--- config.mk ---
export PLATFORM = sky130hd
export DESIGN_NAME = yaw_incremental_pid_steer_flat
export DESIGN_NICKNAME = d
export VERILOG_FILES = /design/src/ypid_pkg.sv /design/src/ypid_if.sv /design/src/yaw_incremental_pid_steer.sv /design/src/ypid_div.sv /design/src/flat_wrapper.sv
export SDC_FILE = /design/constraint.sdc
export NUM_CORES = 2
export LEC_CHECK = 0
export ABC_AREA = 1
export BUFFER_PORTS_ARGS = -buffer_cell sky130_fd_sc_hd__buf_4
export CORE_MARGIN = 4
export CORE_UTILIZATION = 60
export CTS_CLUSTER_SIZE = 40
export DETAILED_ROUTE_END_ITERATION = 6
export GPL_TIMING_DRIVEN = 0
export PLACE_DENSITY = 0.78
export SYNTH_ARGS = -nofsm -noshare
export SYNTH_HDL_FRONTEND = slang
export SYNTH_HIERARCHICAL = 1
export SYNTH_SLANG_ARGS = --single-unit
--- constraint.sdc ---
create_clock -name clk -period 8.2 [get_ports clk]
set_input_delay 0.82 -clock clk [delete_from_list [all_inputs] [get_ports clk]]
set_output_delay 0.82 -clock clk [all_outputs]
set_load 0.01 [all_outputs]
--- src/ypid_pkg.sv ---
// Shared types, constants and microcode program for the yaw steering controller.
package ypid_pkg;

  // Fixed-point formats
  localparam int ANGLE_FRAC_BITS  = 8;
  localparam int GAIN_FRAC_BITS   = 8;
  localparam int PERIOD_FRAC_BITS = 16;
  localparam int MAG_SHIFT        = ANGLE_FRAC_BITS + GAIN_FRAC_BITS;

  // Field and datapath widths
  localparam int YAW_W   = 17;
  localparam int GAIN_W  = 16;
  localparam int SPEED_W = 16;
  localparam int CMD_W   = 3;
  localparam int ERR_W   = 20;
  localparam int U_W     = 48;
  localparam int ACC_W   = 56;
  localparam int COEF_W  = 34;
  localparam int MUL_A_W = COEF_W + 1;
  localparam int PROD_W  = MUL_A_W + ERR_W;
  localparam int QUO_W   = GAIN_W + PERIOD_FRAC_BITS;
  localparam int MAG_W   = 10;
  localparam int CFG_IDX_W  = 3;
  localparam int CFG_DATA_W = 17;

  typedef logic signed [YAW_W-1:0]  yaw_t;
  typedef logic signed [ERR_W-1:0]  err_t;
  typedef logic        [GAIN_W-1:0] gain_t;
  typedef logic        [SPEED_W-1:0] speed_t;
  typedef logic        [CMD_W-1:0]  cmd_t;
  typedef logic        [CFG_IDX_W-1:0]  cfg_idx_t;
  typedef logic        [CFG_DATA_W-1:0] cfg_data_t;

  // Motor commands
  localparam cmd_t CMD_NONE  = 3'd0;
  localparam cmd_t CMD_RUN   = 3'd1;
  localparam cmd_t CMD_STOP  = 3'd2;
  localparam cmd_t CMD_RIGHT = 3'd3;
  localparam cmd_t CMD_LEFT  = 3'd4;

  // Request opcodes
  localparam logic OPC_SAMPLE = 1'b0;
  localparam logic OPC_CLEAR  = 1'b1;

  // Register indexes
  localparam cfg_idx_t REG_TARGET_YAW     = 3'd0;
  localparam cfg_idx_t REG_GAIN_P         = 3'd1;
  localparam cfg_idx_t REG_GAIN_I         = 3'd2;
  localparam cfg_idx_t REG_GAIN_D         = 3'd3;
  localparam cfg_idx_t REG_SAMPLE_PERIOD  = 3'd4;
  localparam cfg_idx_t REG_RUN_ENABLE     = 3'd5;
  localparam cfg_idx_t REG_CRUISE_SPEED   = 3'd6;
  localparam cfg_idx_t REG_EXTERNAL_SPEED = 3'd7;

  // Register reset values
  localparam gain_t  RST_GAIN_P = 16'd256;
  localparam gain_t  RST_PERIOD = 16'd6554;

  // Angle thresholds, all in the error format
  localparam err_t ALLOW_ERR   = err_t'(2 << ANGLE_FRAC_BITS);
  localparam err_t NEG_ALLOW   = err_t'(-(2 << ANGLE_FRAC_BITS));
  localparam err_t RUN_RIGHT   = err_t'(-(1 << ANGLE_FRAC_BITS));
  localparam err_t SEAM_OFFSET = err_t'(162 << ANGLE_FRAC_BITS);
  localparam err_t SEAM_LIMIT  = err_t'(5 << ANGLE_FRAC_BITS);
  localparam err_t SEAM_YAW    = err_t'(100 << ANGLE_FRAC_BITS);
  localparam err_t FULL_TURN   = err_t'(360 << ANGLE_FRAC_BITS);

  // Speed constants
  localparam logic [MAG_W-1:0] SPEED_LIMIT = 10'd800;
  localparam speed_t IDLE_BASE_SPEED = 16'd1400;

  // Microcode fields
  localparam int STEP_W = 5;
  localparam int COND_W = 3;
  localparam int OP_W   = 4;
  typedef logic [STEP_W-1:0] step_t;
  typedef logic [COND_W-1:0] cond_t;
  typedef logic [OP_W-1:0]   op_t;

  typedef struct packed {
    cond_t cond;
    logic  hold;
    step_t target;
    op_t   op;
  } ucode_t;

  // Jump conditions
  localparam cond_t COND_NEXT     = 3'd0;
  localparam cond_t COND_ALWAYS   = 3'd1;
  localparam cond_t COND_REQ      = 3'd2;
  localparam cond_t COND_CLEAR    = 3'd3;
  localparam cond_t COND_BAND     = 3'd4;
  localparam cond_t COND_COEF_OK  = 3'd5;
  localparam cond_t COND_DIV_DONE = 3'd6;
  localparam cond_t COND_OUT_FREE = 3'd7;

  // Datapath operations
  localparam op_t OP_NOP  = 4'd0;
  localparam op_t OP_ERR  = 4'd1;
  localparam op_t OP_KI   = 4'd2;
  localparam op_t OP_KIT  = 4'd3;
  localparam op_t OP_COEF = 4'd4;
  localparam op_t OP_M0   = 4'd5;
  localparam op_t OP_M1   = 4'd6;
  localparam op_t OP_M2   = 4'd7;
  localparam op_t OP_M3   = 4'd8;
  localparam op_t OP_SAT  = 4'd9;
  localparam op_t OP_MAG  = 4'd10;
  localparam op_t OP_RES  = 4'd11;
  localparam op_t OP_BAND = 4'd12;
  localparam op_t OP_CLR  = 4'd13;
  localparam op_t OP_EMIT = 4'd14;

  // Program addresses
  localparam step_t STEP_FETCH   = 5'd0;
  localparam step_t STEP_DEC     = 5'd1;
  localparam step_t STEP_BANDCHK = 5'd2;
  localparam step_t STEP_COEFCHK = 5'd3;
  localparam step_t STEP_KI      = 5'd4;
  localparam step_t STEP_KIT     = 5'd5;
  localparam step_t STEP_DIVWAIT = 5'd6;
  localparam step_t STEP_COEF    = 5'd7;
  localparam step_t STEP_MAC0    = 5'd8;
  localparam step_t STEP_MAC1    = 5'd9;
  localparam step_t STEP_MAC2    = 5'd10;
  localparam step_t STEP_MAC3    = 5'd11;
  localparam step_t STEP_SAT     = 5'd12;
  localparam step_t STEP_MAG     = 5'd13;
  localparam step_t STEP_RES     = 5'd14;
  localparam step_t STEP_BAND    = 5'd15;
  localparam step_t STEP_CLR     = 5'd16;
  localparam step_t STEP_EMIT    = 5'd17;

  // Control store: on a true condition jump to target, else hold or advance
  function automatic ucode_t ucode_rom(input step_t step);
    ucode_t w;
    w = '{cond: COND_ALWAYS, hold: 1'b0, target: STEP_FETCH, op: OP_NOP};
    case (step)
      STEP_FETCH:   w = '{COND_REQ,      1'b1, STEP_DEC,   OP_NOP};
      STEP_DEC:     w = '{COND_CLEAR,    1'b0, STEP_CLR,   OP_ERR};
      STEP_BANDCHK: w = '{COND_BAND,     1'b0, STEP_BAND,  OP_NOP};
      STEP_COEFCHK: w = '{COND_COEF_OK,  1'b0, STEP_MAC0,  OP_NOP};
      STEP_KI:      w = '{COND_NEXT,     1'b0, STEP_FETCH, OP_KI};
      STEP_KIT:     w = '{COND_NEXT,     1'b0, STEP_FETCH, OP_KIT};
      STEP_DIVWAIT: w = '{COND_DIV_DONE, 1'b1, STEP_COEF,  OP_NOP};
      STEP_COEF:    w = '{COND_NEXT,     1'b0, STEP_FETCH, OP_COEF};
      STEP_MAC0:    w = '{COND_NEXT,     1'b0, STEP_FETCH, OP_M0};
      STEP_MAC1:    w = '{COND_NEXT,     1'b0, STEP_FETCH, OP_M1};
      STEP_MAC2:    w = '{COND_NEXT,     1'b0, STEP_FETCH, OP_M2};
      STEP_MAC3:    w = '{COND_NEXT,     1'b0, STEP_FETCH, OP_M3};
      STEP_SAT:     w = '{COND_NEXT,     1'b0, STEP_FETCH, OP_SAT};
      STEP_MAG:     w = '{COND_NEXT,     1'b0, STEP_FETCH, OP_MAG};
      STEP_RES:     w = '{COND_ALWAYS,   1'b0, STEP_EMIT,  OP_RES};
      STEP_BAND:    w = '{COND_ALWAYS,   1'b0, STEP_EMIT,  OP_BAND};
      STEP_CLR:     w = '{COND_NEXT,     1'b0, STEP_FETCH, OP_CLR};
      STEP_EMIT:    w = '{COND_OUT_FREE, 1'b1, STEP_FETCH, OP_EMIT};
      default:      w = '{COND_ALWAYS,   1'b0, STEP_FETCH, OP_NOP};
    endcase
    return w;
  endfunction

endpackage

--- src/ypid_if.sv ---
// Handshake channels of the yaw steering controller: samples, results, register writes.
interface ypid_in_if import ypid_pkg::*; ();
  logic valid;
  logic ready;
  logic opcode;
  yaw_t measured_yaw;

  modport source (output valid, output opcode, output measured_yaw, input ready);
  modport sink (input valid, input opcode, input measured_yaw, output ready);
endinterface

interface ypid_out_if import ypid_pkg::*; ();
  logic   valid;
  logic   ready;
  cmd_t   motor_command;
  speed_t wheel_speed;

  modport source (output valid, output motor_command, output wheel_speed, input ready);
  modport sink (input valid, input motor_command, input wheel_speed, output ready);
endinterface

interface ypid_cfg_if import ypid_pkg::*; ();
  logic      valid;
  logic      ready;
  cfg_idx_t  index;
  cfg_data_t data;

  modport source (output valid, output index, output data, input ready);
  modport sink (input valid, input index, input data, output ready);
endinterface

--- src/yaw_incremental_pid_steer.sv ---
// Top level: microcoded velocity-form PID yaw steering controller.
// Each request carries a yaw sample or a clear opcode and yields one motor command with a
// wheel speed. A small control store sequences one shared multiplier, an accumulator
// and a bit-serial divider. A sample taking the PID path uses the cached PID coefficients;
// the first such sample after reset, or after a write of gain_p, gain_i, gain_d or
// sample_period, rebuilds the coefficients through the divider before the
// multiply-accumulate. A sample inside the deadband and a clear request skip the PID path.
// The result sits in an output register, so the next request is taken while the previous
// result waits.
// Register writes are accepted every cycle and must only be issued while the block is idle.
module yaw_incremental_pid_steer import ypid_pkg::*; (
  input  logic        clk,
  input  logic        rst_n,
  ypid_cfg_if.sink    cfg_ch,
  ypid_in_if.sink     in_ch,
  ypid_out_if.source  out_ch
);

  // Configuration registers
  yaw_t   tgt_r;
  gain_t  gp_r, gi_r, gd_r, per_r;
  logic   run_r;
  speed_t cruise_r, ext_r;
  logic   coef_ok_r;

  // Sequencer
  step_t  pc_r, pc_nxt;
  ucode_t uc;
  logic   cond_hit;

  // Request and PID state
  logic   op_r;
  yaw_t   yaw_r;
  err_t   err_r, e1_r, e2_r;
  logic signed [U_W-1:0] prev_r;

  // Datapath registers
  logic [GAIN_W-1:0]  kit_r;
  logic [QUO_W-1:0]   kdt_r;
  logic [COEF_W-1:0]  a0_r, a1_r;
  logic signed [MUL_A_W-1:0] mul_a;
  err_t                      mul_b;
  logic signed [PROD_W-1:0]  prod_nxt, prod_r;
  logic signed [ACC_W-1:0]   acc_r;
  logic [MAG_W-1:0]   mag_r;
  cmd_t   res_cmd_r;
  speed_t res_speed_r;

  // Output register
  logic   out_valid_r;
  cmd_t   out_cmd_r;
  speed_t out_speed_r;
  logic   out_free;

  // Combinational helpers
  logic   in_fire;
  err_t   yaw_x, tgt_x, dis, yaw_u, err_calc;
  logic   in_band, seam;
  gain_t  per_eff;
  logic   div_busy;
  logic [QUO_W-1:0] div_q;
  logic signed [U_W-1:0] u_sat;
  logic [U_W-1:0]   u_abs;
  logic [U_W-MAG_SHIFT-1:0] mag_full;
  speed_t spd_sum;
  cmd_t   pid_cmd;

  assign in_fire      = in_ch.valid && in_ch.ready;
  assign in_ch.ready  = (pc_r == STEP_FETCH);
  assign cfg_ch.ready = 1'b1;
  assign out_free     = !out_valid_r || out_ch.ready;

  // Register writes; gain or period writes invalidate the cached coefficients
  always_ff @(posedge clk) begin
    if (!rst_n) begin
      tgt_r    <= '0;
      gp_r     <= RST_GAIN_P;
      gi_r     <= '0;
      gd_r     <= '0;
      per_r    <= RST_PERIOD;
      run_r    <= 1'b0;
      cruise_r <= '0;
      ext_r    <= '0;
    end else if (cfg_ch.valid) begin
      case (cfg_ch.index)
        REG_TARGET_YAW:     tgt_r    <= cfg_ch.data[YAW_W-1:0];
        REG_GAIN_P:         gp_r     <= cfg_ch.data[GAIN_W-1:0];
        REG_GAIN_I:         gi_r     <= cfg_ch.data[GAIN_W-1:0];
        REG_GAIN_D:         gd_r     <= cfg_ch.data[GAIN_W-1:0];
        REG_SAMPLE_PERIOD:  per_r    <= cfg_ch.data[GAIN_W-1:0];
        REG_RUN_ENABLE:     run_r    <= cfg_ch.data[0];
        REG_CRUISE_SPEED:   cruise_r <= cfg_ch.data[SPEED_W-1:0];
        REG_EXTERNAL_SPEED: ext_r    <= cfg_ch.data[SPEED_W-1:0];
        default: ;
      endcase
    end
  end

  // Evaluate the jump condition of the current control word
  assign uc = ucode_rom(pc_r);

  always_comb begin
    case (uc.cond)
      COND_NEXT:     cond_hit = 1'b0;
      COND_ALWAYS:   cond_hit = 1'b1;
      COND_REQ:      cond_hit = in_ch.valid;
      COND_CLEAR:    cond_hit = (op_r == OPC_CLEAR);
      COND_BAND:     cond_hit = in_band;
      COND_COEF_OK:  cond_hit = coef_ok_r;
      COND_DIV_DONE: cond_hit = !div_busy;
      COND_OUT_FREE: cond_hit = out_free;
      default:       cond_hit = 1'b0;
    endcase
    if (cond_hit) begin
      pc_nxt = uc.target;
    end else if (uc.hold) begin
      pc_nxt = pc_r;
    end else begin
      pc_nxt = pc_r + 1'b1;
    end
  end

  // Heading error, deadband and seam unwrap from the held sample
  always_comb begin
    yaw_x    = ERR_W'(yaw_r);
    tgt_x    = ERR_W'(tgt_r);
    dis      = yaw_x - tgt_x;
    in_band  = (dis < ALLOW_ERR) && (dis > NEG_ALLOW);
    seam     = ((tgt_x + SEAM_OFFSET) < SEAM_LIMIT) && (yaw_x > SEAM_YAW);
    yaw_u    = seam ? (yaw_x - FULL_TURN) : yaw_x;
    err_calc = yaw_u - tgt_x;
  end

  assign per_eff = (per_r == '0) ? GAIN_W'(1) : per_r;

  // Kd/T = gain_d * 2^16 / T
  ypid_div u_div (
    .clk      (clk),
    .rst_n    (rst_n),
    .start    (uc.op == OP_KI),
    .dividend ({gd_r, PERIOD_FRAC_BITS'(0)}),
    .divisor  (per_eff),
    .busy     (div_busy),
    .quotient (div_q)
  );

  // Select the shared multiplier operands
  always_comb begin
    case (uc.op)
      OP_KI: begin
        mul_a = MUL_A_W'(gi_r);
        mul_b = ERR_W'(per_eff);
      end
      OP_M0: begin
        mul_a = MUL_A_W'(a0_r);
        mul_b = err_r;
      end
      OP_M1: begin
        mul_a = MUL_A_W'(a1_r);
        mul_b = e1_r;
      end
      OP_M2: begin
        mul_a = MUL_A_W'(kdt_r);
        mul_b = e2_r;
      end
      default: begin
        mul_a = '0;
        mul_b = '0;
      end
    endcase
    prod_nxt = mul_a * mul_b;
  end

  // Saturate the accumulator to the stored output width
  always_comb begin
    if (!acc_r[ACC_W-1] && (|acc_r[ACC_W-2:U_W-1])) begin
      u_sat = {1'b0, {(U_W-1){1'b1}}};
    end else if (acc_r[ACC_W-1] && !(&acc_r[ACC_W-2:U_W-1])) begin
      u_sat = {1'b1, {(U_W-1){1'b0}}};
    end else begin
      u_sat = acc_r[U_W-1:0];
    end
  end

  // Magnitude of the PID output in speed units
  assign u_abs    = prev_r[U_W-1] ? (~prev_r + U_W'(1)) : prev_r;
  assign mag_full = u_abs[U_W-1:MAG_SHIFT];

  // Spin direction and speed from the error and magnitude
  always_comb begin
    spd_sum = SPEED_W'(mag_r) + (run_r ? ext_r : IDLE_BASE_SPEED);
    if (run_r) begin
      pid_cmd = (err_r > RUN_RIGHT) ? CMD_RIGHT : CMD_LEFT;
    end else if (err_r > ALLOW_ERR) begin
      pid_cmd = CMD_RIGHT;
    end else if (err_r < NEG_ALLOW) begin
      pid_cmd = CMD_LEFT;
    end else begin
      pid_cmd = CMD_NONE;
    end
  end

  // Control state: step counter, PID history, coefficient cache, output valid
  always_ff @(posedge clk) begin
    if (!rst_n) begin
      pc_r        <= STEP_FETCH;
      prev_r      <= '0;
      e1_r        <= '0;
      e2_r        <= '0;
      coef_ok_r   <= 1'b0;
      out_valid_r <= 1'b0;
    end else begin
      pc_r <= pc_nxt;
      if (uc.op == OP_SAT) begin
        prev_r <= u_sat;
        e2_r   <= e1_r;
        e1_r   <= err_r;
      end else if (uc.op == OP_CLR) begin
        prev_r <= '0;
      end
      if (cfg_ch.valid && (cfg_ch.index inside {REG_GAIN_P, REG_GAIN_I, REG_GAIN_D,
                                                REG_SAMPLE_PERIOD})) begin
        coef_ok_r <= 1'b0;
      end else if (uc.op == OP_COEF) begin
        coef_ok_r <= 1'b1;
      end
      if (uc.op == OP_EMIT && out_free) begin
        out_valid_r <= 1'b1;
      end else if (out_ch.ready) begin
        out_valid_r <= 1'b0;
      end
    end
  end

  // Datapath registers driven by the control word
  always_ff @(posedge clk) begin
    if (in_fire) begin
      op_r  <= in_ch.opcode;
      yaw_r <= in_ch.measured_yaw;
    end
    if (uc.op == OP_KI || uc.op == OP_M0 || uc.op == OP_M1 || uc.op == OP_M2) begin
      prod_r <= prod_nxt;
    end
    case (uc.op)
      OP_ERR:  err_r <= err_calc;
      OP_KIT:  kit_r <= prod_r[PERIOD_FRAC_BITS +: GAIN_W];
      OP_COEF: begin
        kdt_r <= div_q;
        a0_r  <= COEF_W'(gp_r) + COEF_W'(kit_r) + COEF_W'(div_q);
        a1_r  <= COEF_W'(gp_r) + COEF_W'({div_q, 1'b0});
      end
      OP_M1:   acc_r <= ACC_W'(prev_r) + ACC_W'(prod_r);
      OP_M2:   acc_r <= acc_r - ACC_W'(prod_r);
      OP_M3:   acc_r <= acc_r + ACC_W'(prod_r);
      OP_MAG:  mag_r <= (mag_full > (U_W-MAG_SHIFT)'(SPEED_LIMIT)) ? SPEED_LIMIT
                                                                   : mag_full[MAG_W-1:0];
      OP_RES: begin
        res_cmd_r   <= pid_cmd;
        res_speed_r <= (pid_cmd == CMD_NONE) ? '0 : spd_sum;
      end
      OP_BAND: begin
        res_cmd_r   <= run_r ? CMD_RUN : CMD_STOP;
        res_speed_r <= run_r ? cruise_r : '0;
      end
      OP_CLR: begin
        res_cmd_r   <= CMD_NONE;
        res_speed_r <= '0;
      end
      default: ;
    endcase
    if (uc.op == OP_EMIT && out_free) begin
      out_cmd_r   <= res_cmd_r;
      out_speed_r <= res_speed_r;
    end
  end

  assign out_ch.valid         = out_valid_r;
  assign out_ch.motor_command = out_cmd_r;
  assign out_ch.wheel_speed   = out_speed_r;

`ifndef SYNTHESIS
  // A request always moves the program to decode
  a_fire_dec: assert property (@(posedge clk) disable iff (!rst_n)
    in_fire |=> pc_r == STEP_DEC)
    else $error("accepted request did not enter decode");

  // A new result appears only from the emit step
  a_rose_emit: assert property (@(posedge clk) disable iff (!rst_n)
    $rose(out_valid_r) |-> $past(pc_r == STEP_EMIT))
    else $error("result raised outside the emit step");

  // The multiply-accumulate runs only on valid coefficients
  a_mac_coef: assert property (@(posedge clk) disable iff (!rst_n)
    pc_r == STEP_MAC0 |-> coef_ok_r)
    else $error("PID product started with stale coefficients");

  // The divider is idle whenever it is started
  a_div_start: assert property (@(posedge clk) disable iff (!rst_n)
    uc.op == OP_KI |-> !div_busy)
    else $error("divider restarted while busy");
`endif

endmodule

--- src/ypid_div.sv ---
// Restoring divider, one quotient bit per cycle, for the derivative coefficient.
module ypid_div import ypid_pkg::*; (
  input  logic              clk,
  input  logic              rst_n,
  input  logic              start,
  input  logic [QUO_W-1:0]  dividend,
  input  gain_t             divisor,
  output logic              busy,
  output logic [QUO_W-1:0]  quotient
);

  localparam int CNT_W = $clog2(QUO_W);

  logic             busy_r, busy_nxt;
  logic [CNT_W-1:0] cnt_r, cnt_nxt;
  logic [GAIN_W-1:0] rem_r;
  logic [QUO_W-1:0]  quo_r;
  logic [GAIN_W:0]   part;
  logic [GAIN_W+1:0] trial;

  // Trial subtract of the divisor from the shifted partial remainder
  assign part  = {rem_r, quo_r[QUO_W-1]};
  assign trial = {1'b0, part} - {2'b00, divisor};

  // Advance the iteration count
  always_comb begin
    busy_nxt = busy_r;
    cnt_nxt  = cnt_r;
    if (start) begin
      busy_nxt = 1'b1;
      cnt_nxt  = CNT_W'(QUO_W - 1);
    end else if (busy_r) begin
      cnt_nxt = cnt_r - 1'b1;
      if (cnt_r == '0) begin
        busy_nxt = 1'b0;
      end
    end
  end

  always_ff @(posedge clk) begin
    if (!rst_n) begin
      busy_r <= 1'b0;
      cnt_r  <= '0;
    end else begin
      busy_r <= busy_nxt;
      cnt_r  <= cnt_nxt;
    end
  end

  // Shift in one quotient bit per cycle
  always_ff @(posedge clk) begin
    if (start) begin
      rem_r <= '0;
      quo_r <= dividend;
    end else if (busy_r) begin
      if (trial[GAIN_W+1]) begin
        rem_r <= part[GAIN_W-1:0];
        quo_r <= {quo_r[QUO_W-2:0], 1'b0};
      end else begin
        rem_r <= trial[GAIN_W-1:0];
        quo_r <= {quo_r[QUO_W-2:0], 1'b1};
      end
    end
  end

  assign busy     = busy_r;
  assign quotient = quo_r;

endmodule
--- src/flat_wrapper.sv ---
// flat-port wrapper written by rule: the top's interface ports become plain ports
module yaw_incremental_pid_steer_flat import ypid_pkg::*;
  (clk, rst_n, cfg_ch_valid, cfg_ch_index, cfg_ch_data, cfg_ch_ready, in_ch_valid, in_ch_opcode, in_ch_measured_yaw, in_ch_ready, out_ch_valid, out_ch_motor_command, out_ch_wheel_speed, out_ch_ready);
  ypid_cfg_if cfg_ch_i ();
  ypid_in_if in_ch_i ();
  ypid_out_if out_ch_i ();
  input  logic clk;
  input  logic rst_n;
  input wire logic [$bits(cfg_ch_i.valid)-1:0] cfg_ch_valid;
  input wire logic [$bits(cfg_ch_i.index)-1:0] cfg_ch_index;
  input wire logic [$bits(cfg_ch_i.data)-1:0] cfg_ch_data;
  output wire logic [$bits(cfg_ch_i.ready)-1:0] cfg_ch_ready;
  input wire logic [$bits(in_ch_i.valid)-1:0] in_ch_valid;
  input wire logic [$bits(in_ch_i.opcode)-1:0] in_ch_opcode;
  input wire logic [$bits(in_ch_i.measured_yaw)-1:0] in_ch_measured_yaw;
  output wire logic [$bits(in_ch_i.ready)-1:0] in_ch_ready;
  output wire logic [$bits(out_ch_i.valid)-1:0] out_ch_valid;
  output wire logic [$bits(out_ch_i.motor_command)-1:0] out_ch_motor_command;
  output wire logic [$bits(out_ch_i.wheel_speed)-1:0] out_ch_wheel_speed;
  input wire logic [$bits(out_ch_i.ready)-1:0] out_ch_ready;
  assign cfg_ch_i.valid = cfg_ch_valid;
  assign cfg_ch_i.index = cfg_ch_index;
  assign cfg_ch_i.data = cfg_ch_data;
  assign cfg_ch_ready = cfg_ch_i.ready;
  assign in_ch_i.valid = in_ch_valid;
  assign in_ch_i.opcode = in_ch_opcode;
  assign in_ch_i.measured_yaw = in_ch_measured_yaw;
  assign in_ch_ready = in_ch_i.ready;
  assign out_ch_valid = out_ch_i.valid;
  assign out_ch_motor_command = out_ch_i.motor_command;
  assign out_ch_wheel_speed = out_ch_i.wheel_speed;
  assign out_ch_i.ready = out_ch_ready;
  yaw_incremental_pid_steer u_core (.clk(clk), .rst_n(rst_n), .cfg_ch(cfg_ch_i), .in_ch(in_ch_i), .out_ch(out_ch_i));
endmodule
==> impl_results.md <==
- Clock power share: 0.245
- # H-tree levels: 3
- Met1 wire length: 78.8 mm
- Final wirelength: 206 mm
- Area occupied by multi-input gates: around 38000 um^2
- Most common cell after layout, fill and taps aside: inv_1
- Core ar.: 95600 um^2
- FF-to-FF End: u_core/prod_r[54]
- Async SR Flop Fraction: 0
- Clk buf depth: 3
- R2R Path Start: u_core/uc[2]
- Top Ports: 65
- CTS tree: yes
- WP data required: ~8.6 ns
- Iter 0 DRT Violations: 6366
- Critical Path AT: between 8 and 9 ns
- GP Congestion: 1.01
- Met3 wire length: around 27 mm
- Post-synth EDFFs: 344
- Slowest-stage cell, CP: fa_1
- Slowest stage delay, CP: 0.57 ns
- Comb power frac: 0.443
- Clk slew on worst S/H paths: 0.06 ns
- Peak VDD IR: 193 uV
- Hold_buf cts: 0
- Crit. Startpoint: u_core/uc[2]
- Synth Area per Inst: 7.88 um^2
- Post-synth top flop: edfxtp_1
- Critical Path End: u_core/prod_r[54]
- CTS buffer count: 67
- CTS root buf: clkbuf_16
- Die width: 319 um
- Final hold violations: 0
- DP Wirelength: roughly 160 mm
- Routed wl met2: 87.9 mm
- Highest Signal Layer: met5
- Top achievable clock speed: 122 MHz
- Sequential Power Share: 0.312
- Sw Share: 0.425
- Fin area: 66900 um^2
- Initial antenna violation count: 3
- Cell Area, Placed: 60600 um^2
- GRT overflow: 0
- # diodes: 0
- Post-synth top area cell: fa_1
- Slew Limit Fails: 0
- Period minus WS final: 8.22 ns
- Vias in the first global route: 51900
- Register area: 15200 um^2
- Placement Setup Slack: -2.91 ns
- Crit path max fanout: 8
- Status: finished, violations left
- Vias/cell: 5.90
- Filler Cell Count: 7680
- Pin count of the biggest net entering global routing: 38
- Share of the synthesized area in the top cell type: 0.205
- Reg2Reg Depth: 36
- Leakage power: roughly 32 nW
- HP Class: in -> reg
- Final worst setup slack: -0.0183 ns
- Initial core utilization: 0.609
- Buffers on Ports: 62
- Yosys warning total: 6
- P_sw: 5.63 mW
- Final setup viols: 1
- Die height: 319 um
- Final period util: 1.00
- Critical path type: reg -> reg
- Nets: 8742
- Share of layout cells above drive strength 1: 0.110
- Synth Cell Area: 58200 um^2
- Cell Pwr Density: 198 nW/um^2
- Synth Register Bits: 587
- DRT antenna net count: 0
- Worst-Skew Late Latency: ~0.65 ns
- Worst-Margin Slew: 1.13 ns
- Internal: 7.62 mW
- Most frequent cells in the layout: 1413 x inv_1, 1328 x nand2_1, 807 x nor2_1
- Cells after synthesis: 7387
- Worst Setup Start Kind: flip-flop
- R2r setup slk: -0.02 ns
- Die area: a little over 100000 um^2
- RSZ-0062 raised after global routing: yes
- CTS sink count: 587
- CP dominant cell by count: fa_1
- Failing checks: negative setup slack
- Yosys cell types: 70
- Synth top area cells: fa_1 21%, edfxtp_1 18%, inv_1 9.5%, ha_1 8.7%, nand2_1 8.7%
- Area Growth Syn to Fin: 14.9%
- Max cap viols: 0
- Row Count: 113
- All-Layer GR Usage: 0.391
- Via count: roughly 53000
- Drt wl/cell: 22.8 um
- First-pass GRT wire length: a little over 300 mm
- Drt first pass iters: 6
- DRC viols: 0
- Crit end category: flip-flop
- Part of the Yosys area used for sequential elements: 0.261
- Slew margin rel.: 0.242
- Worst Skew: 0.0648 ns
-- sequential cells by signal (all words and copies together), names as in the netlist, 17 cells and up --
register,cells
u_core/acc_r,56
u_core/yaw_r,17
u_core/err_r,20
u_core/a0_r,33
u_core/tgt_r,17
u_core/a1_r,34
u_core/e1_r,20
u_core/prev_r,48
u_core/prod_r,55
u_core/u_div/quotient,32
u_core/e2_r,20
u_core/kdt_r,32
-- worst min-delay path by stage --
stage	from	to	slack, ns	cells past startpoint
finish	in_ch_opcode	u_core/op_r	0.36	1
global route	in_ch_measured_yaw[9]	u_core/yaw_r[9]	0.35	1
CTS	in_ch_opcode	u_core/op_r	0.34	1
detailed placement	u_core/res_speed_r[14]	u_core/out_ch.wheel_speed[14]	0.40	0
global placement	u_core/res_speed_r[12]	u_core/out_ch.wheel_speed[12]	0.40	0
floorplan	u_core/res_cmd_r[0]	u_core/out_ch.motor_command[0]	0.40	0
-- final cells by class --
cell class | count | share of cell area
clock buffer | 88 | 0.0273
multi-input combinational | 5099 | 0.568
inverter | 1492 | 0.0853
sequential | 587 | 0.227
tap | 1265 | 0.0237
clock inverter | 36 | 0.00848
timing repair buffer | 230 | 0.0338
buffer | 221 | 0.0263
-- logic make-up (layout without fill, tap and decap cells) --
kind of cell             Yosys count  after routing  share of synthesized area
AO/OA/AOI/OAI                   1227           1227                      0.116
XOR/XNOR                         202            202                     0.0304
other                              2             17                   0.000129
multiplexers                      15             15                    0.00290
adder cells (fa/ha/maj)         1001           1001                      0.292
AND/OR/NAND/NOR                 2637           2637                      0.186
buffers and inverters           1716           2067                      0.111
flip-flops                       587            587                      0.261
-- stage by stage --
stage                util  setup TNS, ns  std cells  power (mW)  hold WS [ns]
floorplan               -              0       7402        7.50         0.400
global placement    0.631         -82.75       8729        9.12         0.400
detailed placement  0.634         -96.20       8742        9.24         0.405
CTS                 0.681       -0.00164       8933        12.8         0.338
global route        0.699         -0.652       9018        13.9         0.350
finish              0.699        -0.0183       9018        13.2         0.360
-- power by group through the flow --
stage | Clock, mW | Combinational [mW] | Sequential (mW)
3_3_place_gp | 0 | 4.93 | 4.20
6_report | 3.25 | 5.87 | 4.13
4_1_cts | 3.26 | 5.43 | 4.10
3_5_place_dp | 0 | 5.09 | 4.15
5_1_grt | 3.39 | 6.33 | 4.15
2_1_floorplan | 0 | 3.48 | 4.01
-- cell usage after synthesis (12+ instances only) --
master / count
xor2_1: 139
nor2_2: 12
a31oi_1: 63
o21ai_0: 451
o22ai_1: 15
fa_1: 596
o21a_1: 31
xnor2_1: 63
nor4_1: 31
o31ai_1: 13
nand3b_1: 18
clkbuf_1: 197
mux2_2: 15
nand2_2: 13
nand3_1: 172
or2_2: 17
clkinv_1: 17
o21ai_1: 14
edfxtp_1: 344
a21o_1: 14
dfxtp_1: 243
a21oi_1: 513
a22o_1: 15
nor2_1: 887
nand2_1: 1344
o211ai_1: 21
inv_1: 1466
nand4_1: 54
buf_2: 16
nor3_1: 49
o21bai_1: 15
ha_1: 405
-- critical path: cells and delay by family, from the launching register on --
| kind | cells | cell delay (ns) |
|---|---|---|
| xor gates and xnor gates | 1 | 0.18 |
| adders and majority gates | 8 | 4.00 |
| buffers and inverters | 13 | 1.40 |
| DFF | 1 | 0.37 |
| AOI/OAI and AO/OA | 5 | 0.91 |
| and+or+nand+nor | 9 | 1.02 |
-- per-layer routing --
metal	vias up	global-route usage
met1	25300	0.528
li1	23900	-
met5	-	0
met3	658	0.103
met4	4	0.179
met2	3284	0.594
-- what timing repair did --
item	CTS	global route
resized for setup	431	342
setup buffers	68	81
gates cloned	0	6
setup endpoints to repair	48	25
pin swaps	32	127
(Power assumes the default switching activity.)
